==> src/rtl/roof_pkg.sv <==
`timescale 1ns / 1ps
`default_nettype none
// ----------------------------------------------------------------------------
// roof_pkg: shared types and constants for the read overlap orientation finder
// Holds the store geometry, payload structs, the controller/datapath command
// and status structs, the controller state encoding and the complement table.
// ----------------------------------------------------------------------------
package roof_pkg;

   localparam int MAX_LEN    = 256;
   localparam int ADDR_W     = $clog2(MAX_LEN);
   localparam int LEN_W      = $clog2(MAX_LEN + 1);
   localparam int PERMILLE_W = 10;
   localparam int LIM_W      = LEN_W + PERMILLE_W;

   localparam logic [PERMILLE_W-1:0] PERMILLE_RESET = PERMILLE_W'(50);
   localparam logic [LIM_W-1:0]      ROUND_BIAS     = LIM_W'(499);
   localparam logic [LIM_W-1:0]      PERMILLE_DEN   = LIM_W'(1000);

   localparam logic [7:0] CHAR_A_UP = 8'h41;
   localparam logic [7:0] CHAR_C_UP = 8'h43;
   localparam logic [7:0] CHAR_G_UP = 8'h47;
   localparam logic [7:0] CHAR_T_UP = 8'h54;
   localparam logic [7:0] CHAR_A_LO = 8'h61;
   localparam logic [7:0] CHAR_C_LO = 8'h63;
   localparam logic [7:0] CHAR_G_LO = 8'h67;
   localparam logic [7:0] CHAR_T_LO = 8'h74;

   typedef enum logic [2:0] {
      ORIENT_NONE = 3'd0,
      ORIENT_FF   = 3'd1,
      ORIENT_FR   = 3'd2,
      ORIENT_RF   = 3'd3,
      ORIENT_RR   = 3'd4
   } orient_type;

   localparam logic signed [7:0] SHIFT_NONE = -8'sd1;

   typedef struct packed {
      logic [7:0] base_char;
      logic       last_base;
   } req_payload_type;

   typedef struct packed {
      orient_type        orientation;
      logic signed [7:0] overlap_shift;
      logic              truncated;
   } rsp_payload_type;

   typedef enum logic [2:0] {
      ST_IDLE,
      ST_START,
      ST_SETUP,
      ST_BOUND,
      ST_SCAN,
      ST_DRAIN,
      ST_JUDGE,
      ST_FINISH
   } state_type;

   typedef struct packed {
      logic wr_beat;
      logic start;
      logic setup;
      logic bound;
      logic issue;
      logic judge;
      logic commit;
   } ctrl_cmd_type;

   typedef struct packed {
      logic prev_ok;
      logic scan_end;
      logic hit;
      logic shift_last;
   } dp_status_type;

   function automatic logic [7:0] comp_base(input logic [7:0] c);
      logic [7:0] r;
      case (c)
         CHAR_A_UP: r = CHAR_T_UP;
         CHAR_T_UP: r = CHAR_A_UP;
         CHAR_C_UP: r = CHAR_G_UP;
         CHAR_G_UP: r = CHAR_C_UP;
         CHAR_A_LO: r = CHAR_T_LO;
         CHAR_T_LO: r = CHAR_A_LO;
         CHAR_C_LO: r = CHAR_G_LO;
         CHAR_G_LO: r = CHAR_C_LO;
         default:   r = c;
      endcase
      return r;
   endfunction

endpackage
`default_nettype wire

==> src/rtl/roof_ctrl.sv <==
`timescale 1ns / 1ps
`default_nettype none
// ----------------------------------------------------------------------------
// roof_ctrl: controller of the read overlap orientation finder
// Sequences storing beats, the shift loop, the scan of one overlap and the
// hand-off of the result into the output register.
// ----------------------------------------------------------------------------
module roof_ctrl import roof_pkg::*; (
   input  logic          clock,
   input  logic          reset,
   input  logic          req_valid,
   input  logic          req_last,
   output logic          req_stall,
   input  logic          rsp_stall,
   output logic          rsp_valid,
   input  dp_status_type status,
   output ctrl_cmd_type  cmd
);

   state_type state_ff, state_in;
   logic      rsp_valid_ff, rsp_valid_in;

   always_comb begin
      state_in     = state_ff;
      cmd          = '0;
      req_stall    = 1'b1;
      rsp_valid_in = rsp_valid_ff && rsp_stall;
      case (state_ff)
         ST_IDLE: begin
            req_stall = 1'b0;
            if (req_valid) begin
               cmd.wr_beat = 1'b1;
               if (req_last) begin
                  state_in = ST_START;
               end
            end
         end
         ST_START: begin
            cmd.start = 1'b1;
            state_in  = status.prev_ok ? ST_SETUP : ST_FINISH;
         end
         ST_SETUP: begin
            cmd.setup = 1'b1;
            state_in  = ST_BOUND;
         end
         ST_BOUND: begin
            cmd.bound = 1'b1;
            state_in  = ST_SCAN;
         end
         ST_SCAN: begin
            cmd.issue = 1'b1;
            if (status.scan_end) begin
               state_in = ST_DRAIN;
            end
         end
         ST_DRAIN: begin
            state_in = ST_JUDGE;
         end
         ST_JUDGE: begin
            cmd.judge = 1'b1;
            state_in  = (status.hit || status.shift_last) ? ST_FINISH : ST_SETUP;
         end
         ST_FINISH: begin
            // Hold until the output register is free or drains this cycle
            if (!rsp_valid_ff || !rsp_stall) begin
               cmd.commit   = 1'b1;
               rsp_valid_in = 1'b1;
               state_in     = ST_IDLE;
            end
         end
         default: begin
            state_in = ST_IDLE;
         end
      endcase
   end

   always_ff @(posedge clock) begin
      if (reset) begin
         state_ff     <= ST_IDLE;
         rsp_valid_ff <= 1'b0;
      end else begin
         state_ff     <= state_in;
         rsp_valid_ff <= rsp_valid_in;
      end
   end

   assign rsp_valid = rsp_valid_ff;

endmodule
`default_nettype wire

==> config.mk <==
export PLATFORM = sky130hd
export DESIGN_NAME = roof_ctrl
export DESIGN_NICKNAME = d
export VERILOG_FILES = /design/src/rtl/roof_pkg.sv /design/src/rtl/roof_ctrl.sv
export SDC_FILE = /design/constraint.sdc
export NUM_CORES = 1
export LEC_CHECK = 0
export BUFFER_PORTS_ARGS = -buffer_cell sky130_fd_sc_hd__buf_2
export CORE_AREA = 4 4 41 43
export CTS_BUF_LIST = sky130_fd_sc_hd__clkbuf_16
export CTS_CLUSTER_DIAMETER = 30
export DETAILED_ROUTE_END_ITERATION = 10
export DIE_AREA = 0 0 45 47
export PLACE_DENSITY = 0.56
export SYNTH_ARGS = -nofsm -noshare
export SYNTH_HDL_FRONTEND = slang
export SYNTH_SLANG_ARGS = --single-unit
export TNS_END_PERCENT = 1
==> constraint.sdc <==
create_clock -name clock -period 1.25 [get_ports clock]
set_input_delay 0.125 -clock clock [delete_from_list [all_inputs] [get_ports clock]]
set_output_delay 0.125 -clock clock [all_outputs]
set_load 0.02 [all_outputs]
==> impl_metrics.toml <==
[final_layout]
mostFrequentLayoutCell = "buf_2"
fillers = 148
syn2layout_area_growth_pct = 72.6
fin_util_pct = 39.3
fin_cells = 73
final_cell_mix = "13 x buf_2, 5 x buf_4"
fin_nets = 69
drive_gt1_share_pct = 56.9
diodes = 0

[critical_path]
worstPathRequired_ps = 1120
worst-setup-path-type = "reg -> out"
reg2reg_from = "state_ff[2]"
arrival_ps = 1100
crit_start = "state_ff[0]"
startpoint_type = "flip-flop"
endpoint_kind = "output port"
cp_max_fo = 10

[clock_tree]
htreeDepth = 1
ctsHoldBuffers = 0
clock-sinks = 4
root_buffer = "clkbuf_16"
cts_buffers = 3
cts.path.max_buffers = 2
clk_latency_ps = 220
cts_tree = "built"
clk_pin_slew_ps = 30

[timing]
min_period_over_period_pct = 97.7
max_freq_mhz = 819
period_minus_slack_ps = 1220
clock-skew-final_ps = 0.850
relSlewSlack_pct = 84.8
setup_violations = 0
drv_slew = 0
finalHoldViolCount = 0
worst_pin_slew_ps = 227
setup_slack_ps = 29.1
rsz0062_at_grt = "yes"

[placed_design]
placed_cells = 69
gp_congestion = 0.703
pre_cts_slack_ps = 48.9
hpwl_um = 619
io_buffer_count = 17

[logic_synthesis]
ys_types = 21
ys.warnings.count = 0
synthTopCellsByArea = "dfxtp_1 27%, buf_6 7.6%, nor3_1 6.8%"
netlist_area_um2 = 297
yosysTopAreaCell = "dfxtp_1"
syn-num-nets = 47
ys_ff_latch = 4
synth_top_area_share_pct = 27.0
synthCells = 38
ys_seq_area_share_pct = 27.0
syn_avg_cell_area_um2 = 7.80

[worst_hold_path]
hold_start = "reset"
hold_class = "in -> reg"

[grt]
grt_pass1_vias = 359
antenna_found_initial = 0
grt_max_degree = 11
grt.total_usage_pct = 10.1
grt_pass1_wl_um = 1480
grt-ovfl-total = 0

[pwr]
p_leak_nw = 0.231
vdd_drop_max_v = 0.000907
p_per_area_mw_per_mm2 = 2640

[outcome]
status = "complete, no violations"

[route]
num_vias = 354
drc_errors = 0
drtIter0Drc = 4
wire_per_inst_um = 11.2
wl_um = 821
first_pass_iters = 4
postRouteAntennaNets = 0
via_per_inst = 4.85

[floorplan]
core-area_mm2 = 0.00130
die_width_um = 45
ios = 18
rows = 13
start_util_pct = 22.8
design.die.area_mm2 = 0.00212
chipHeight_um = 47

[flow_run]
max-cap-violations = 0
-- worst paths after layout --
path / end / slack (ps) / cells after the start
worst max-delay path: cmd[6] / 30 / 3
worst min-delay path: state_ff[2] / 130 / 2
worst max register to register: state_ff[2] / 210 / 4
worst min register to register: rsp_valid / 550 / 2
-- cell usage after synthesis --
cell,number
a21oi_1,2
a2bb2oi_1,2
a311oi_1,1
a31o_1,1
a31oi_1,1
and2_1,3
and2b_2,1
buf_6,2
dfxtp_1,4
inv_1,2
nand2_1,3
nand2_2,1
nand2b_2,1
nand3_1,1
nor2_1,3
nor3_1,4
nor3b_1,1
nor3b_2,1
o211ai_1,1
o21a_1,1
o21ai_0,2
-- sequential cells by signal, summed over array words and instances (netlist names) --
register,flops
rsp_valid,1
state_ff,3
-- worst max-delay path, stage by stage (launching register included) --
cell	delay, ps
dfxtp_4	370
nor3_4	210
and2_1	150
buf_4	130
-- area by class of cell --
| class | count | area (um^2) | share of cell area (%) |
|---|---|---|---|
| clock buffers | 3 | 75.1 | 14.7 |
| inverters | 2 | 7.51 | 1.47 |
| multi-input cells | 30 | 205 | 40.1 |
| flip-flops and latches | 4 | 91.3 | 17.8 |
| well taps | 15 | 18.8 | 3.67 |
| repair buffers | 19 | 114 | 22.2 |
-- stage by stage --
step / power (mW) / TNS [ps] / hold slack (ps) / cell area, um^2
finish: 1.35 / 0 / 130 / 512
CTS: 1.29 / -19.3 / 121 / 480
detailed placement: 0.726 / 0 / 356 / 385
floorplan: 0.617 / 0 / 194 / 297
global route: 1.45 / -96.3 / 143 / 512
global placement: 0.720 / 0 / 360 / 385
-- per-layer routing --
metal / global-route usage, % / share of wire, % / vias to the layer above
met3: 6.13 / 12 / 3
met4: 7.02 / 1.7 / 0
met2: 14.7 / 43 / 19
met1: 11.0 / 43 / 155
met5: 0 / 0 / -
li1: - / - / 177
-- kinds of logic after synthesis --
group	share of synthesized area (%)
and+or+nand+nor	37.1
DFF	27.0
AOI/OAI and AO/OA	25.7
buffers and inverters	10.1
-- report_power, final --
part	total [mW]	internal, mW	switching, mW
Combinational	0.561	0.283	0.278
Clock	0.499	0.409	0.0901
Sequential	0.293	0.191	0.103
Total	1.35	0.882	0.471
-- what timing repair did --
item,CTS,global route
setup buffers,0,1
pin swaps,1,2
setup endpoints to repair,7,5
gates resized for setup,7,9
(Power assumes the default switching activity.)
